$ cat config.mk
export PLATFORM = sky130hd
export DESIGN_NAME = garp_pdu_parser_unit
export DESIGN_NICKNAME = d
export VERILOG_FILES = /design/src/rtl/gpp_pkg.sv /design/src/rtl/gpp_cfg.sv /design/src/rtl/gpp_parser.sv /design/src/rtl/gpp_result_fifo.sv /design/src/rtl/garp_pdu_parser_unit.sv
export VERILOG_INCLUDE_DIRS = /design/src /design/src/rtl
export SDC_FILE = /design/constraint.sdc
export NUM_CORES = 1
export LEC_CHECK = 0
export ABC_AREA = 1
export BUFFER_PORTS_ARGS = -buffer_cell sky130_fd_sc_hd__buf_4
export CAP_MARGIN = 20
export CORE_MARGIN = 2
export CORE_UTILIZATION = 35
export CTS_BUF_LIST = sky130_fd_sc_hd__clkbuf_8
export DETAILED_ROUTE_END_ITERATION = 8
export PLACE_DENSITY = 0.63
export SETUP_SLACK_MARGIN = 0.3
export SLEW_MARGIN = 20
export SYNTH_ARGS = -nofsm -noshare
export SYNTH_HDL_FRONTEND = slang
export SYNTH_SLANG_ARGS = --single-unit
$ cat constraint.sdc
create_clock -name clk -period 6.9 [get_ports clk]
set_clock_uncertainty 0.1 [all_clocks]
set_input_delay 1.38 -clock clk [delete_from_list [all_inputs] [get_ports clk]]
set_output_delay 1.38 -clock clk [all_outputs]
set_load 0.03 [all_outputs]
$ cat src/rtl/assert_macros.svh
// ---------------------------------------------------------------------------
// Assertion macros
// Concurrent assertion helpers shared by the parser RTL. They compile to
// nothing when SYNTHESIS is defined.
// ---------------------------------------------------------------------------
`ifndef ASSERT_MACROS_SVH
`define ASSERT_MACROS_SVH

`ifndef SYNTHESIS
// property must hold at every clock edge outside reset
`define ASSERT_PROP(lbl, ck, rn, prop) \
    lbl: assert property (@(posedge ck) disable iff (!rn) (prop)) \
        else $error("%m: assertion failed");
// expression must never be true outside reset
`define ASSERT_NEVER(lbl, ck, rn, expr) \
    lbl: assert property (@(posedge ck) disable iff (!rn) !(expr)) \
        else $error("%m: forbidden condition seen");
`else
`define ASSERT_PROP(lbl, ck, rn, prop)
`define ASSERT_NEVER(lbl, ck, rn, expr)
`endif

`endif

$ cat src/rtl/gpp_pkg.sv
// ---------------------------------------------------------------------------
// gpp_pkg
// Types and constants shared by the GARP PDU parser modules.
// ---------------------------------------------------------------------------
`default_nettype none

package gpp_pkg;

    // stream widths
    localparam int IN_TDATA_W  = 24;   // data_byte, frame_length
    localparam int OUT_TDATA_W = 40;   // 34 bits of fields, zero padded

    // register map
    localparam int REG_IDX_W = 1;
    localparam logic [REG_IDX_W-1:0] REG_SAP = 1'b0;
    localparam logic [REG_IDX_W-1:0] REG_PID = 1'b1;

    localparam logic [7:0]  SAP_RESET = 8'h42;
    localparam logic [15:0] PID_RESET = 16'h0001;

    // protocol constants
    localparam logic [15:0] MIN_FRAME_LEN = 16'd5;
    localparam logic [7:0]  END_MARK      = 8'h00;
    localparam logic [7:0]  EVENT_MAX     = 8'd5;
    localparam int          EVENT_W       = 3;

    // result kinds
    localparam logic KIND_VALUE   = 1'b0;
    localparam logic KIND_VERDICT = 1'b1;

    // result queue
    localparam int RES_DEPTH = 4;
    localparam int RES_PTR_W = $clog2(RES_DEPTH);
    localparam int RES_CNT_W = $clog2(RES_DEPTH + 1);

    typedef struct packed {
        logic               result_kind;
        logic [7:0]         value_byte;
        logic [4:0]         value_index;
        logic               accepted;
        logic               found_attribute;
        logic [7:0]         attribute_type;
        logic [EVENT_W-1:0] event_code;
        logic [7:0]         value_length;
        logic               last_result;
    } result_t;

    // results produced by one byte, first one goes out first
    typedef struct packed {
        logic [1:0] count;
        result_t    first;
        result_t    second;
    } push_t;

endpackage

`default_nettype wire

$ cat src/rtl/gpp_cfg.sv
// ---------------------------------------------------------------------------
// gpp_cfg
// APB register file: SAP value and accepted protocol identifier.
// ---------------------------------------------------------------------------
`default_nettype none

module gpp_cfg
(
    input  wire logic        clk,
    input  wire logic        rst_n,
    input  wire logic        psel,
    input  wire logic        penable,
    input  wire logic        pwrite,
    input  wire logic [2:0]  paddr,
    input  wire logic [31:0] pwdata,
    output logic      [31:0] prdata,
    output logic             pready,
    output logic      [7:0]  sap_value,
    output logic      [15:0] accepted_protocol_id
);

    logic [7:0]  sap_reg;
    logic [15:0] pid_reg;
    logic        wr_en;
    logic [gpp_pkg::REG_IDX_W-1:0] reg_idx;

    assign pready  = 1'b1;
    assign wr_en   = psel && penable && pwrite && pready;
    assign reg_idx = paddr[2];

    always_ff @(posedge clk or negedge rst_n)
    begin
        if (!rst_n)
        begin
            sap_reg <= gpp_pkg::SAP_RESET;
            pid_reg <= gpp_pkg::PID_RESET;
        end
        else if (wr_en)
        begin
            case (reg_idx)
                gpp_pkg::REG_SAP: sap_reg <= pwdata[7:0];
                gpp_pkg::REG_PID: pid_reg <= pwdata[15:0];
                default:          ;
            endcase
        end
    end

    always_comb
    begin
        case (reg_idx)
            gpp_pkg::REG_SAP: prdata = {24'b0, sap_reg};
            gpp_pkg::REG_PID: prdata = {16'b0, pid_reg};
            default:          prdata = 32'b0;
        endcase
    end

    assign sap_value            = sap_reg;
    assign accepted_protocol_id = pid_reg;

endmodule

`default_nettype wire

$ cat src/rtl/gpp_parser.sv
// ---------------------------------------------------------------------------
// gpp_parser
// Input register plus one-pass byte parser: header checks, message walk,
// attribute report and frame verdict.
// ---------------------------------------------------------------------------
`default_nettype none

`include "assert_macros.svh"

module gpp_parser
#(
    parameter int MAX_ATTRS       = 16,
    parameter int MAX_VALUE_BYTES = 31
)
(
    input  wire logic        clk,
    input  wire logic        rst_n,
    input  wire logic        in_load,
    input  wire logic [7:0]  in_byte,
    input  wire logic [15:0] in_len,
    input  wire logic [7:0]  sap_value,
    input  wire logic [15:0] accepted_protocol_id,
    output gpp_pkg::push_t   push
);

    localparam int ACW = $clog2(MAX_ATTRS + 1);

    typedef enum logic [3:0] {
        PH_DSAP, PH_SSAP, PH_CTRL, PH_PID_HI, PH_PID_LO,
        PH_MSG, PH_ALEN, PH_EVENT, PH_VALUE, PH_DONE
    } phase_t;

    // input stage
    logic        in_valid_reg;
    logic [7:0]  in_byte_reg;
    logic [15:0] in_len_reg;

    // parse state
    phase_t      phase_reg,  phase_next;
    logic [15:0] pos_reg,    pos_next;
    logic [15:0] total_reg,  total_next;
    logic [ACW-1:0] acnt_reg, acnt_next;
    logic [7:0]  left_reg,   left_next;
    logic [7:0]  mtype_reg,  mtype_next;
    logic [7:0]  pidhi_reg,  pidhi_next;
    logic        bad_reg,    bad_next;
    logic        found_reg,  found_next;
    logic        stream_reg, stream_next;
    logic [7:0]  rtype_reg,  rtype_next;
    logic [gpp_pkg::EVENT_W-1:0] revt_reg, revt_next;
    logic [7:0]  rvlen_reg,  rvlen_next;
    logic [4:0]  vcnt_reg,   vcnt_next;

    logic        emit_val;
    logic        verdict;
    logic [7:0]  b;
    gpp_pkg::result_t val_res;
    gpp_pkg::result_t ver_res;

    assign b = in_byte_reg;

    always_comb
    begin
        phase_next  = phase_reg;
        pos_next    = pos_reg;
        total_next  = total_reg;
        acnt_next   = acnt_reg;
        left_next   = left_reg;
        mtype_next  = mtype_reg;
        pidhi_next  = pidhi_reg;
        bad_next    = bad_reg;
        found_next  = found_reg;
        stream_next = stream_reg;
        rtype_next  = rtype_reg;
        revt_next   = revt_reg;
        rvlen_next  = rvlen_reg;
        vcnt_next   = vcnt_reg;
        emit_val    = 1'b0;
        val_res     = '0;

        // first byte of a frame starts a fresh context
        if (pos_reg == 16'd0)
        begin
            total_next  = (in_len_reg == 16'd0) ? 16'd1 : in_len_reg;
            phase_next  = PH_DSAP;
            bad_next    = (total_next < gpp_pkg::MIN_FRAME_LEN);
            found_next  = 1'b0;
            stream_next = 1'b0;
            rtype_next  = '0;
            revt_next   = '0;
            rvlen_next  = '0;
            acnt_next   = '0;
            left_next   = '0;
            mtype_next  = '0;
            pidhi_next  = '0;
            vcnt_next   = '0;
        end

        if (!bad_next)
        begin
            case (phase_next)
                PH_DSAP:
                begin
                    if (b != sap_value) bad_next = 1'b1;
                    else                phase_next = PH_SSAP;
                end
                PH_SSAP:
                begin
                    if (b != sap_value) bad_next = 1'b1;
                    else                phase_next = PH_CTRL;
                end
                PH_CTRL:
                    phase_next = PH_PID_HI;
                PH_PID_HI:
                begin
                    pidhi_next = b;
                    phase_next = PH_PID_LO;
                end
                PH_PID_LO:
                begin
                    if ({pidhi_next, b} != accepted_protocol_id) bad_next = 1'b1;
                    else                                         phase_next = PH_MSG;
                end
                PH_MSG:
                begin
                    if (b == gpp_pkg::END_MARK)
                        phase_next = PH_DONE;
                    else
                    begin
                        mtype_next = b;
                        acnt_next  = '0;
                        phase_next = PH_ALEN;
                    end
                end
                PH_ALEN:
                begin
                    // a bad length byte is reread as the next message type
                    if ((acnt_next >= ACW'(MAX_ATTRS)) || (b == 8'd1) ||
                        (({1'b0, pos_next} + {9'b0, b}) > {1'b0, total_next}))
                    begin
                        if (b == gpp_pkg::END_MARK)
                            phase_next = PH_DONE;
                        else
                        begin
                            mtype_next = b;
                            acnt_next  = '0;
                            phase_next = PH_ALEN;
                        end
                    end
                    else if (b == gpp_pkg::END_MARK)
                        phase_next = PH_MSG;
                    else
                    begin
                        left_next  = b - 8'd1;
                        acnt_next  = acnt_next + ACW'(1);
                        phase_next = PH_EVENT;
                    end
                end
                PH_EVENT:
                begin
                    left_next = left_next - 8'd1;
                    if (!found_next && (b <= gpp_pkg::EVENT_MAX))
                    begin
                        found_next  = 1'b1;
                        stream_next = 1'b1;
                        rtype_next  = mtype_next;
                        revt_next   = b[gpp_pkg::EVENT_W-1:0];
                        rvlen_next  = left_next;
                        vcnt_next   = '0;
                    end
                    if (left_next == 8'd0)
                    begin
                        stream_next = 1'b0;
                        phase_next  = PH_ALEN;
                    end
                    else
                        phase_next = PH_VALUE;
                end
                PH_VALUE:
                begin
                    if (stream_next && (vcnt_next < 5'(MAX_VALUE_BYTES)))
                    begin
                        emit_val                = 1'b1;
                        val_res.result_kind     = gpp_pkg::KIND_VALUE;
                        val_res.value_byte      = b;
                        val_res.value_index     = vcnt_next;
                        val_res.accepted        = 1'b1;
                        val_res.found_attribute = found_next;
                        val_res.attribute_type  = rtype_next;
                        val_res.event_code      = revt_next;
                        val_res.value_length    = rvlen_next;
                        vcnt_next               = vcnt_next + 5'd1;
                    end
                    left_next = left_next - 8'd1;
                    if (left_next == 8'd0)
                    begin
                        stream_next = 1'b0;
                        phase_next  = PH_ALEN;
                    end
                end
                default: ;
            endcase
        end

        // frame end: verdict and rewind
        verdict = ({1'b0, pos_reg} + 17'd1) >= {1'b0, total_next};
        ver_res                 = '0;
        ver_res.result_kind     = gpp_pkg::KIND_VERDICT;
        ver_res.accepted        = !bad_next;
        ver_res.found_attribute = found_next;
        ver_res.attribute_type  = rtype_next;
        ver_res.event_code      = revt_next;
        ver_res.value_length    = rvlen_next;
        ver_res.last_result     = 1'b1;
        val_res.last_result     = !verdict;

        if (verdict)
        begin
            pos_next   = 16'd0;
            phase_next = PH_DSAP;
        end
        else
            pos_next = pos_reg + 16'd1;
    end

    always_comb
    begin
        push = '0;
        if (in_valid_reg)
        begin
            if (emit_val)
            begin
                push.first  = val_res;
                push.second = ver_res;
                push.count  = verdict ? 2'd2 : 2'd1;
            end
            else
            begin
                push.first = ver_res;
                push.count = verdict ? 2'd1 : 2'd0;
            end
        end
    end

    always_ff @(posedge clk)
    begin
        if (in_load)
        begin
            in_byte_reg <= in_byte;
            in_len_reg  <= in_len;
        end
    end

    always_ff @(posedge clk or negedge rst_n)
    begin
        if (!rst_n)
        begin
            in_valid_reg <= 1'b0;
            phase_reg    <= PH_DSAP;
            pos_reg      <= '0;
            total_reg    <= '0;
            acnt_reg     <= '0;
            left_reg     <= '0;
            mtype_reg    <= '0;
            pidhi_reg    <= '0;
            bad_reg      <= 1'b0;
            found_reg    <= 1'b0;
            stream_reg   <= 1'b0;
            rtype_reg    <= '0;
            revt_reg     <= '0;
            rvlen_reg    <= '0;
            vcnt_reg     <= '0;
        end
        else
        begin
            in_valid_reg <= in_load;
            if (in_valid_reg)
            begin
                phase_reg  <= phase_next;
                pos_reg    <= pos_next;
                total_reg  <= total_next;
                acnt_reg   <= acnt_next;
                left_reg   <= left_next;
                mtype_reg  <= mtype_next;
                pidhi_reg  <= pidhi_next;
                bad_reg    <= bad_next;
                found_reg  <= found_next;
                stream_reg <= stream_next;
                rtype_reg  <= rtype_next;
                revt_reg   <= revt_next;
                rvlen_reg  <= rvlen_next;
                vcnt_reg   <= vcnt_next;
            end
        end
    end

    // a streamed value byte always belongs to a reported attribute
    `ASSERT_PROP(a_value_has_attr, clk, rst_n, (in_valid_reg && emit_val) |-> (found_next && !bad_next))
    // a verdict rewinds to the first byte of the next frame
    `ASSERT_PROP(a_verdict_rewinds, clk, rst_n, (in_valid_reg && verdict) |=> (pos_reg == 16'd0))

endmodule

`default_nettype wire

$ cat src/rtl/gpp_result_fifo.sv
// ---------------------------------------------------------------------------
// gpp_result_fifo
// Small result queue: takes up to two results a cycle, hands out one.
// ---------------------------------------------------------------------------
`default_nettype none

`include "assert_macros.svh"

module gpp_result_fifo
(
    input  wire logic           clk,
    input  wire logic           rst_n,
    input  wire gpp_pkg::push_t push,
    input  wire logic           pop,
    output gpp_pkg::result_t    head,
    output logic                head_valid,
    output logic [gpp_pkg::RES_CNT_W-1:0] count
);

    localparam int SUM_W = gpp_pkg::RES_CNT_W + 1;

    gpp_pkg::result_t mem [gpp_pkg::RES_DEPTH];

    logic [gpp_pkg::RES_PTR_W-1:0] wptr_reg, wptr_next;
    logic [gpp_pkg::RES_PTR_W-1:0] rptr_reg, rptr_next;
    logic [gpp_pkg::RES_CNT_W-1:0] cnt_reg,  cnt_next;
    logic [gpp_pkg::RES_PTR_W-1:0] wptr_p1;
    logic [SUM_W-1:0]              fill_sum;

    assign wptr_p1   = wptr_reg + gpp_pkg::RES_PTR_W'(1);
    assign wptr_next = wptr_reg + gpp_pkg::RES_PTR_W'(push.count);
    assign rptr_next = rptr_reg + gpp_pkg::RES_PTR_W'(pop);
    assign cnt_next  = cnt_reg + gpp_pkg::RES_CNT_W'(push.count)
                       - gpp_pkg::RES_CNT_W'(pop);

    // occupancy plus this cycle's pushes, before any pop
    assign fill_sum  = {1'b0, cnt_reg} + SUM_W'(push.count);

    always_ff @(posedge clk)
    begin
        if (push.count != 2'd0)
            mem[wptr_reg] <= push.first;
        if (push.count == 2'd2)
            mem[wptr_p1] <= push.second;
    end

    always_ff @(posedge clk or negedge rst_n)
    begin
        if (!rst_n)
        begin
            wptr_reg <= '0;
            rptr_reg <= '0;
            cnt_reg  <= '0;
        end
        else
        begin
            wptr_reg <= wptr_next;
            rptr_reg <= rptr_next;
            cnt_reg  <= cnt_next;
        end
    end

    assign head       = mem[rptr_reg];
    assign head_valid = (cnt_reg != '0);
    assign count      = cnt_reg;

    `ASSERT_NEVER(a_no_overflow, clk, rst_n, fill_sum > SUM_W'(gpp_pkg::RES_DEPTH))
    `ASSERT_PROP(a_pop_nonempty, clk, rst_n, pop |-> head_valid)

endmodule

`default_nettype wire

$ cat src/rtl/garp_pdu_parser_unit.sv
// ---------------------------------------------------------------------------
// garp_pdu_parser_unit
// GARP PDU parser: checks LLC header and protocol id, walks messages and
// attributes, streams the first known attribute's value and a frame verdict.
// ---------------------------------------------------------------------------
// Usage:
//  - s_* stream: one LLC frame byte per beat, starting at DSAP. s_tdata holds
//    the byte and the total frame length (read only on a frame's first beat).
//  - m_* stream: result beats. m_tuser tells a value byte (0) from the frame
//    verdict (1); m_tlast marks the last result caused by one input beat.
//  - APB port: SAP value at 0x0, accepted protocol id at 0x4. Write only
//    while the block is idle.
//  - Throughput: one input beat per cycle while s_tready is high. A byte
//    that causes two results (a value byte on the frame's last byte) pushes
//    both into the queue at once; a four-entry result queue absorbs that
//    and back-pressure from m_tready.
//  - s_tready drops only when the queue could not hold the results of the
//    staged beat plus the worst case of two more; a stalled receiver thus
//    stalls the input and nothing is lost.
//  - Reset: registers return to 0x42 / 0x0001, the parser waits for DSAP and
//    the result queue empties.
// ---------------------------------------------------------------------------
`default_nettype none

module garp_pdu_parser_unit
#(
    parameter int MAX_ATTRS       = 16,
    parameter int MAX_VALUE_BYTES = 31
)
(
    input  wire logic        clk,
    input  wire logic        rst_n,
    // input stream
    input  wire logic        s_tvalid,
    output logic             s_tready,
    input  wire logic [gpp_pkg::IN_TDATA_W-1:0]  s_tdata,  // [7:0] data_byte, [23:8] frame_length
    // result stream
    output logic             m_tvalid,
    input  wire logic        m_tready,
    output logic [gpp_pkg::OUT_TDATA_W-1:0] m_tdata,  // [7:0] value_byte, [12:8] value_index,
                                                      // [13] accepted, [14] found_attribute,
                                                      // [22:15] attribute_type,
                                                      // [25:23] event_code,
                                                      // [33:26] value_length, rest zero
    output logic             m_tuser,   // [0] result_kind
    output logic             m_tlast,   // last_result
    // configuration
    input  wire logic        psel,
    input  wire logic        penable,
    input  wire logic        pwrite,
    input  wire logic [2:0]  paddr,
    input  wire logic [31:0] pwdata,
    output logic      [31:0] prdata,
    output logic             pready
);

    localparam int SUM_W = gpp_pkg::RES_CNT_W + 1;

    logic        s_accept;
    logic        pop;
    logic [7:0]  sap_value;
    logic [15:0] accepted_protocol_id;
    logic [gpp_pkg::RES_CNT_W-1:0] q_count;
    logic [SUM_W-1:0] need;
    logic [SUM_W-1:0] room;

    gpp_pkg::push_t   push;
    gpp_pkg::result_t head;

    gpp_cfg u_cfg
    (
        .clk                  (clk),
        .rst_n                (rst_n),
        .psel                 (psel),
        .penable              (penable),
        .pwrite               (pwrite),
        .paddr                (paddr),
        .pwdata               (pwdata),
        .prdata               (prdata),
        .pready               (pready),
        .sap_value            (sap_value),
        .accepted_protocol_id (accepted_protocol_id)
    );

    gpp_parser
    #(
        .MAX_ATTRS       (MAX_ATTRS),
        .MAX_VALUE_BYTES (MAX_VALUE_BYTES)
    )
    u_parser
    (
        .clk                  (clk),
        .rst_n                (rst_n),
        .in_load              (s_accept),
        .in_byte              (s_tdata[7:0]),
        .in_len               (s_tdata[23:8]),
        .sap_value            (sap_value),
        .accepted_protocol_id (accepted_protocol_id),
        .push                 (push)
    );

    gpp_result_fifo u_fifo
    (
        .clk        (clk),
        .rst_n      (rst_n),
        .push       (push),
        .pop        (pop),
        .head       (head),
        .head_valid (m_tvalid),
        .count      (q_count)
    );

    // room for what the staged beat pushes now plus two for a new beat
    assign need     = {1'b0, q_count} + SUM_W'(push.count) + SUM_W'(2);
    assign room     = SUM_W'(gpp_pkg::RES_DEPTH) + SUM_W'(pop);
    assign s_tready = (need <= room);
    assign s_accept = s_tvalid && s_tready;
    assign pop      = m_tvalid && m_tready;

    assign m_tdata = {6'b0, head.value_length, head.event_code, head.attribute_type,
                      head.found_attribute, head.accepted, head.value_index,
                      head.value_byte};
    assign m_tuser = head.result_kind;
    assign m_tlast = head.last_result;

endmodule

`default_nettype wire

After elaboration in Yosys (flattened, before gate mapping) --
Memories as Yosys holds them, arrays and structs flattened. Cells that the tools add are included.
Word-level totals: bits in read-only memories 0, word-level logic and storage cells 162, memories kept 1, flip-flop bits (word level) 148, memory bits (writable) 144, output and inout port bits 77, latch bits 0, input bits 66
Cells by class: magnitude comparators 7, add/subtract/negate cells 15, div/mod/pow operators 0, reductions and logical operators 22, eq/ne operators 12, bitwise operators 1, shifts and indexed selects 0, muxes and demuxes 82, $mul 0
Memories:
- u_fifo.mem | depth 4, bits a word 36, read ports 1, clocked after Yosys merged registers in 0, write ports 2, line gpp_result_fifo.sv:22 | gpp_pkg::result_t mem [gpp_pkg::RES_DEPTH];
Operators with widths (number):
- $mux 8 | 19
- $mux 74 | 1
- $mux 35 | 2
- $pmux 32 s2 | 1
- $mux 16 | 3
- $mux 5 | 9
- $mux 4 | 10
- $mux 38 | 1
- $mux 36 | 1
- $pmux 4 s9 | 1
- $mux 34 | 1
- $logic_not 16->1 | 2
- $pmux 8 s2 | 2
- $mux 1 | 21
- $pmux 5 s2 | 2
- $add 16x1->17 const B | 1
- $add 16x8->17 | 1
- $ge 17x16->1 | 1
- $gt 17x16->1 | 1
- $add 16x1->16 const B | 1
- $eq 4x3->1 const B | 4
- $logic_not 8->1 | 2
- $lt 16x3->1 const B | 1
- $ne 16x16->1 | 1
- other kinds (32) | 50

Logic depth before layout (Yosys ltp) --
Gate-level depths: netlist of run 1.
depth after elaboration 13, depth in mapped cells 34, mapped depth without buffers 30

Modules after synthesis --
Synthesis of run 1 repeated with hierarchy kept, for this count alone.
Unflattened totals: cells, all modules 2538, area total of the unflattened synthesis 19321.0 sq um
Modules (own cells, without submodules):
- gpp_parser | area an instance 9402.8 sq um, instances 1, sequential area each 3047.9 sq um, cells each 1283
- gpp_result_fifo | area an instance 8458.1 sq um, instances 1, sequential area each 4499.3 sq um, cells each 1058
- gpp_cfg | area an instance 1275.0 sq um, instances 1, sequential area each 604.3 sq um, cells each 169
- garp_pdu_parser_unit | area an instance 185.2 sq um, instances 1, sequential area each 0.0 sq um, cells each 28

Worst setup path before layout of run 1 --
OpenSTA, ideal clock, no wires.
path type register -> output, start point register u_parser.pos_reg[0], end point output s_tready, required time 5.420 ns, slack 1.003 ns, data arrival time 4.417 ns, stages on the path, launching flop included 28, path buffers 4, path through dfrtp_1 -> inv_1 -> ha_1 -> nand3_1 -> nor2_1 -> nand2_2 -> buf_6 -> buf_2 -> buf_2 -> buf_2 -> mux2i_1 -> ha_1 -> a21oi_1 -> o21ai_0 -> a21oi_1 -> o211ai_1 -> nand3_1 -> nand2_1 -> nand2_1 -> nand2_1 -> ha_1 -> nand2_1 -> ha_1 -> inv_1 -> ha_1 -> inv_1 -> fa_1 -> o21a_1
Between the ends: cells in the longest elaborated chain, start to end 12, elaborated cells on any way between the ends 21, classes of those cells add/sub (3); order compare (3); eq/ne (1); mux (12); reduce/logical (2)
RTL lines:
- from (decl) | line gpp_parser.sv:40 | logic [15:0] pos_reg, pos_next;
- from (signal assigned) | line gpp_parser.sv:280 | pos_reg <= pos_next;
- parallel branches: the longest is 7 deep, another holds $add 16x1->17
- $mux 38 (*) | line gpp_parser.sv:231 | if (emit_val)
- $mux 74 (*) | line gpp_parser.sv:229 | if (in_valid_reg)
- $add 3x2->4 (*)
- $add 4x2->4 (*) | line garp_pdu_parser_unit.sv:114 | assign need = {1'b0, q_count} + SUM_W'(push.count) + SUM_W'(2);
- $le 4x4->1 (*) | line garp_pdu_parser_unit.sv:116 | assign s_tready = (need <= room);
- to (decl) | line garp_pdu_parser_unit.sv:35 | output logic s_tready,
Every way passes the cells marked *.

Worst setup path after layout of run 1 --
start point register u_parser.pos_reg[1], end point output s_tready
Same word-level chain as after synthesis.

==> run metrics, run 1 <==
gr ovfl total 0; Antenna Nets Post-Route 0; placed cells 2647; Post-Syn Instances 2015; max-cap violation count 0; max FFs per register 144; top-area cell type share of the netlist area 21.07%; post-detail-place hpwl 31080 um; cts hold-fix bufs 0; Overall Global Routing Usage 19.29%; startpoint types flop; Rows 79; Most used DFF post-synth dfrtp_1; Port Buf Inserts 101; die width 221.3 um; slew margin rel. 37.65%; drt pass-1 iters 5; # fillers 4638; 1st-iter DRT viols 1194; clk buf depth 3; GPL Wtd Cong 0.8530; synth warn 0; DRC 0; Synth Register Bits 292; final wirelength 48690 um; crit path max fanout 4; synthesized area 0.01653 sq mm; count leader, synth nand2_1; setup TNS 0 ps; Post-synth top cells 362 x nand2_1, 232 x o21ai_0, 188 x inv_1; largest net degree at the start of global routing 84; vias post-DR 14697; Fin Hold WS 376.3 ps; pin slew with the least headroom to its limit 933.0 ps; critical path class flop to primary output; clock sinks 292; TritonCTS clock tree yes; number of CTS-inserted buffers 52; Clock Latency Late Sink 660 ps; Design Power 7630 uW; Root Driver clkbuf_8; synthesized area per cell 8.205 sq um; P&R area growth vs syn 17.69%; r2r endpoint u_fifo.mem[0][0]; Reg clk slew, reported paths 60 ps; Ports 143; reg2reg start u_parser.pos_reg[1]; post-route clock period utilization 92.93%; critical path arrival 4930 ps; share of cells above drive strength 1 16.03%; Avg Vias per Cell 5.289; die height 221.3 um; CP Data Required Time 5420 ps; Worst Hold Class flop to flop; post-synth top area cell edfxtp_1; Hold EP u_fifo.mem[1][22]; Cell variety after synth 57; initial antenna violation count 1; post-synthesis sequential area ratio 46.16%; fin nets 2258; EDFF count, synth 116; RSZ-0062 raised after global routing false; Worst Hold Path Cells 2; Peak VDD IR 254.5 uV; WL/cell 17.52 um; Power Density 392.1 mW/mm^2; final number of hold-violating endpoints 0; crit end category primary output; Slew Limit Fails 0; die area 0.04899 sq mm; r2r worst-path depth 24; non-filler instance count after layout 2779; final setup fails 0; Pleak 0.008179 uW; initial core utilization 35.51%; FF-to-FF setup slack 1700 ps; hold_sp u_fifo.mem[1][22]; final worst path period need 6412 ps; ranking of synthesized cells by area edfxtp_1 21%, dfrtp_1 18%, nand2_1 8.2%, o21ai_0 7.0%, dfxtp_1 6.3%; H-tree Lvls 2; first-pass GRT wire length 76490 um; Reg with most FFs u_fifo.mem; vias in the first global route 14175; ys async rst share 42.47%; fmax 156.0 MHz; Core Area 0.04656 sq mm; status complete, no violations
[routing by layer]
| layer | up-vias | GRT usage (%) | routed length (um) |
|---|---|---|---|
| li1 | 7079 | - | - |
| met1 | 6976 | 26.23 | 21720 |
| met2 | 547 | 30.72 | 22180 |
| met3 | 95 | 3.984 | 3659 |
| met4 | 0 | 6.170 | 1119 |
| met5 | - | 0 | 0 |
[critical path, cell delays in order (launching register included)]
cell	delay (ps)
dfrtp_2	440
ha_4	170
nand3_4	90
nor3_4	220
nand2_2	110
nor3_1	210
xor2_1	290
ha_1	320
nand3_4	120
nor3_4	50
a31oi_1	170
o211ai_1	180
nand3_1	120
nand2_1	70
nand2_1	80
nand2_2	70
ha_4	280
nand2_1	60
inv_2	110
ha_4	150
ha_4	120
inv_2	30
fa_1	510
o21a_1	190
buf_6	150
[metrics by stage]
| stage | setup WS (ps) | cell area, sq um | util [%] |
|---|---|---|---|
| floorplan | 1003 | 16610 | - |
| global placement | 609.9 | 17770 | 38.16 |
| detailed placement | 470.8 | 17770 | 38.16 |
| CTS | 311.8 | 19090 | 41.00 |
| global route | 255.4 | 19450 | 41.79 |
| finish | 488.1 | 19460 | 41.79 |
[logic make-up (layout without fill, tap and decap cells)]
group | Yosys count | in the layout | share of synthesized area (%)
and+or+nand+nor | 729 | 730 | 18.86
muxes | 16 | 16 | 1.022
other | 2 | 24 | 0.04543
xor gates and xnor gates | 48 | 48 | 2.543
DFF | 292 | 292 | 46.16
AOI/OAI and AO/OA | 532 | 532 | 17.88
buffers and inverters | 331 | 465 | 8.439
adders and majority gates | 65 | 65 | 5.056
[cells in the final DEF (no fill, tap or decap), drive strengths merged, types with 27 or more instances in the layout]
cell,n
edfxtp,116
o21ai,293
nand3,109
nor2,184
buf,170
nand2,368
clkbuf,54
xor2,34
dfrtp,121
a21oi,81
o22ai,109
nor3,27
dfxtp,52
ha,62
inv,212
[repair_timing]
item / in CTS / in global routing
hold endpoints to repair: 0 / 0
setup endpoints to repair: 1 / 1
buffers inserted: 20 / 12
gates cloned: 1 / 0
pin swaps: 11 / 24
gates resized for setup: 21 / 54
[worst max-delay path by stage]
stage,from,to,slack [ps],cells after the start
2_1_floorplan,u_parser.pos_reg[0],s_tready,1000,27
3_3_place_gp,u_parser.pos_reg[0],s_tready,610,26
3_5_place_dp,u_parser.pos_reg[0],s_tready,470,26
4_1_cts,u_parser.pos_reg[1],s_tready,310,26
5_1_grt,u_parser.pos_reg[3],s_tready,260,26
6_report,u_parser.pos_reg[1],s_tready,490,24
[cell type report]
type | count | area, sq um | share of cell area (%)
Sequential cell | 292 | 7637 | 39.25
Antenna cell | 1 | 2.502 | 0.01286
Timing Repair Buffer | 170 | 1296 | 6.662
Multi-Input combinational cell | 1414 | 7938 | 40.79
Tap cell | 607 | 759.5 | 3.903
Clock inverter | 44 | 337.8 | 1.736
Inverter | 197 | 743.2 | 3.820
Clock buffer | 54 | 743.2 | 3.820
[power by group]
part | switching, uW | internal, uW | total (uW)
Combinational | 2510 | 1170 | 3680
Clock | 781 | 925 | 1710
Sequential | 186 | 2060 | 2240
(Power assumes the default switching activity.)
==> run 2, diff against run 1 <==
--- a/config.mk
+++ b/config.mk
@@ -10,3 +10,3 @@
 export BUFFER_PORTS_ARGS = -buffer_cell sky130_fd_sc_hd__buf_4
-export CAP_MARGIN = 20
+export CAP_MARGIN = 15
 export CORE_MARGIN = 2
==> constraint.sdc (replaced) <==
create_clock -name clk -period 6.9 [get_ports clk]
set_clock_uncertainty 0.1 [all_clocks]
set_input_delay 2.07 -clock clk [delete_from_list [all_inputs] [get_ports clk]]
set_output_delay 2.07 -clock clk [all_outputs]
set_load 0.03 [all_outputs]
==> run metrics, run 2 (synthesis gave the netlist of run 1 again) <==
most frequent cells in the layout 348 x nand2_1, 222 x o21ai_0, 188 x inv_1; gr ovfl total 0; Ports 143; max FFs per register 144; sw frac 45.43%; RSZ-0062 raised after global routing true; CP Data Required Time 4730 ps; CP max-delay cell dfrtp_2; # fillers 4478; Rows 79; r2r worst-path depth 26; WL/cell 17.61 um; die area 0.04899 sq mm; GPL Wtd Cong 0.8844; fin nets 2280; max-cap violation count 0; DRC 0; 1st-iter DRT viols 1247; most common cell after layout, fill and taps aside nand2_1; Antenna Nets Post-Route 0; Reg clk slew, reported paths 50 ps; diode count 0; clk buf depth 3; share of cells above drive strength 1 18.38%; CP most frequent cell ha_4; non-filler instance count after layout 2800; Worst Slack Setup Final -56.18 ps; initial core utilization 35.51%; first-pass GRT wire length 76830 um; Flop pwr share 28.1%; final worst path period need 6956 ps; final wirelength 49300 um; Clk pwr share 21.3%; crit end category primary output; Clock Latency Late Sink 650 ps; r2r endpoint u_parser.left_reg[7]; Pleak 0.008330 uW; TritonCTS clock tree yes; vias in the first global route 14326; Avg Vias per Cell 5.316; post-detail-place hpwl 31400 um; critical path arrival 4790 ps; final setup fails 1; Reg with most FFs u_fifo.mem; initial antenna violation count 1; Root Driver clkbuf_8; failing checks negative setup slack; placed cells 2662; Worst Hold Class flop to flop; H-tree Lvls 2; FF-to-FF setup slack 1640 ps; cell internal pwr 4329 uW; pin slew with the least headroom to its limit 1015 ps; die width 221.3 um; startpoint types flop; post-route clock period utilization 100.8%; CP Buf/Inv Count 8; Peak VDD IR 282.1 uV; fmax 143.8 MHz; end of the critical path s_tready; cts hold-fix bufs 0; drt pass-1 iters 6; vias post-DR 14885; worst slack, placed 5.318 ps; Sw Pwr 3604 uW; number of CTS-inserted buffers 53; reg2reg start u_parser.pos_reg[0]; clock sinks 292; Crit path depth 29; Top delay family on crit path adder cells; slowest stage delay, CP 450 ps; final number of hold-violating endpoints 0; Power Density 398.3 mW/mm^2; largest net degree at the start of global routing 94; crit path max fanout 6; status finished, violations left; P&R area growth vs syn 20.49%; Core Area 0.04656 sq mm; Worst setup startpoint u_parser.pos_reg[0]; critical path class flop to primary output; Overall Global Routing Usage 19.42%; slew margin rel. 32.34%; die height 221.3 um; Slew Limit Fails 0; Port Buf Inserts 101; Logic pwr share 50.6%
## run 2: metrics by stage
stage / setup TNS [ps] / hold slack (ps) / util, % / total power [uW] / area [sq um]
floorplan: 0 / 349.4 / - / 4617 / 16610
global placement: 0 / 361.1 / 38.40 / 5671 / 17880
detailed placement: 0 / 364.2 / 38.40 / 5756 / 17880
CTS: -211.2 / 374.1 / 41.31 / 7565 / 19230
global route: -243.2 / 394.9 / 42.79 / 8479 / 19920
finish: -56.18 / 373.9 / 42.79 / 7933 / 19920
## run 2: routing by layer
layer | routed length [um] | GRT usage [%] | vias to the layer above
met5 | 0 | 0 | -
met4 | 1277 | 6.408 | 0
met3 | 3673 | 3.041 | 101
met2 | 22810 | 31.39 | 592
met1 | 21540 | 26.57 | 7057
li1 | - | - | 7135
## run 2: how the worst min path moves through the flow
stage                          startpoint               endpoint  slack (ps)  depth (start not counted)
floorplan           u_parser.pidhi_reg[0]  u_parser.pidhi_reg[0]         350                          2
global placement        u_fifo.mem[2][29]      u_fifo.mem[2][29]         360                          2
detailed placement      u_fifo.mem[2][27]      u_fifo.mem[2][27]         360                          2
CTS                     u_fifo.mem[2][27]      u_fifo.mem[2][27]         370                          2
global route            u_fifo.mem[2][29]      u_fifo.mem[2][29]         390                          2
finish                  u_fifo.mem[2][27]      u_fifo.mem[2][27]         370                          2
## run 2: layout make-up
class / count / area (sq um) / area share, %
sequential: 292 / 7636 / 38.34
clock buffer: 63 / 867.1 / 4.353
inverter: 197 / 745.7 / 3.744
clock inverter: 36 / 230.2 / 1.156
tap: 607 / 759.5 / 3.813
multi-input combinational: 1416 / 8202 / 41.17
timing repair buffer: 189 / 1479 / 7.425
## run 2: what timing repair did
item	in CTS	in global routing
setup buffers	13	23
gates resized for setup	33	99
gates cloned	1	2
hold endpoints to repair	0	0
pin swaps	20	39
setup endpoints to repair	1	1
## run 2: power groups by stage
stage          logic [uW]  registers [uW]  clock network (uW)
2_1_floorplan        2410            2200                   0
3_3_place_gp         3440            2230                   0
3_5_place_dp         3520            2230                   0
4_1_cts              3630            2210                1730
5_1_grt              4420            2260                1800
6_report             4020            2230                1690
## run 2: worst reg2reg max path, stage by stage, from the launching register on
cell and delay, ps:
dfrtp_2 420, buf_6 130, ha_1 170, inv_1 60
fa_1 400, nand3b_1 180, nand2_1 120, a21oi_1 110
o21ai_0 490, xor2_1 200, ha_1 370, nand2_1 90
nor2_1 250, nand3b_1 130, nand3_1 120, nand2_1 70
nand2_1 80, nand2_1 50, nand2_1 50, nand2_1 40
nand2_1 80, nand2_1 130, nand2_1 440, clkinv_1 440
nor2_1 210, o21ai_0 90, a21oi_1 170
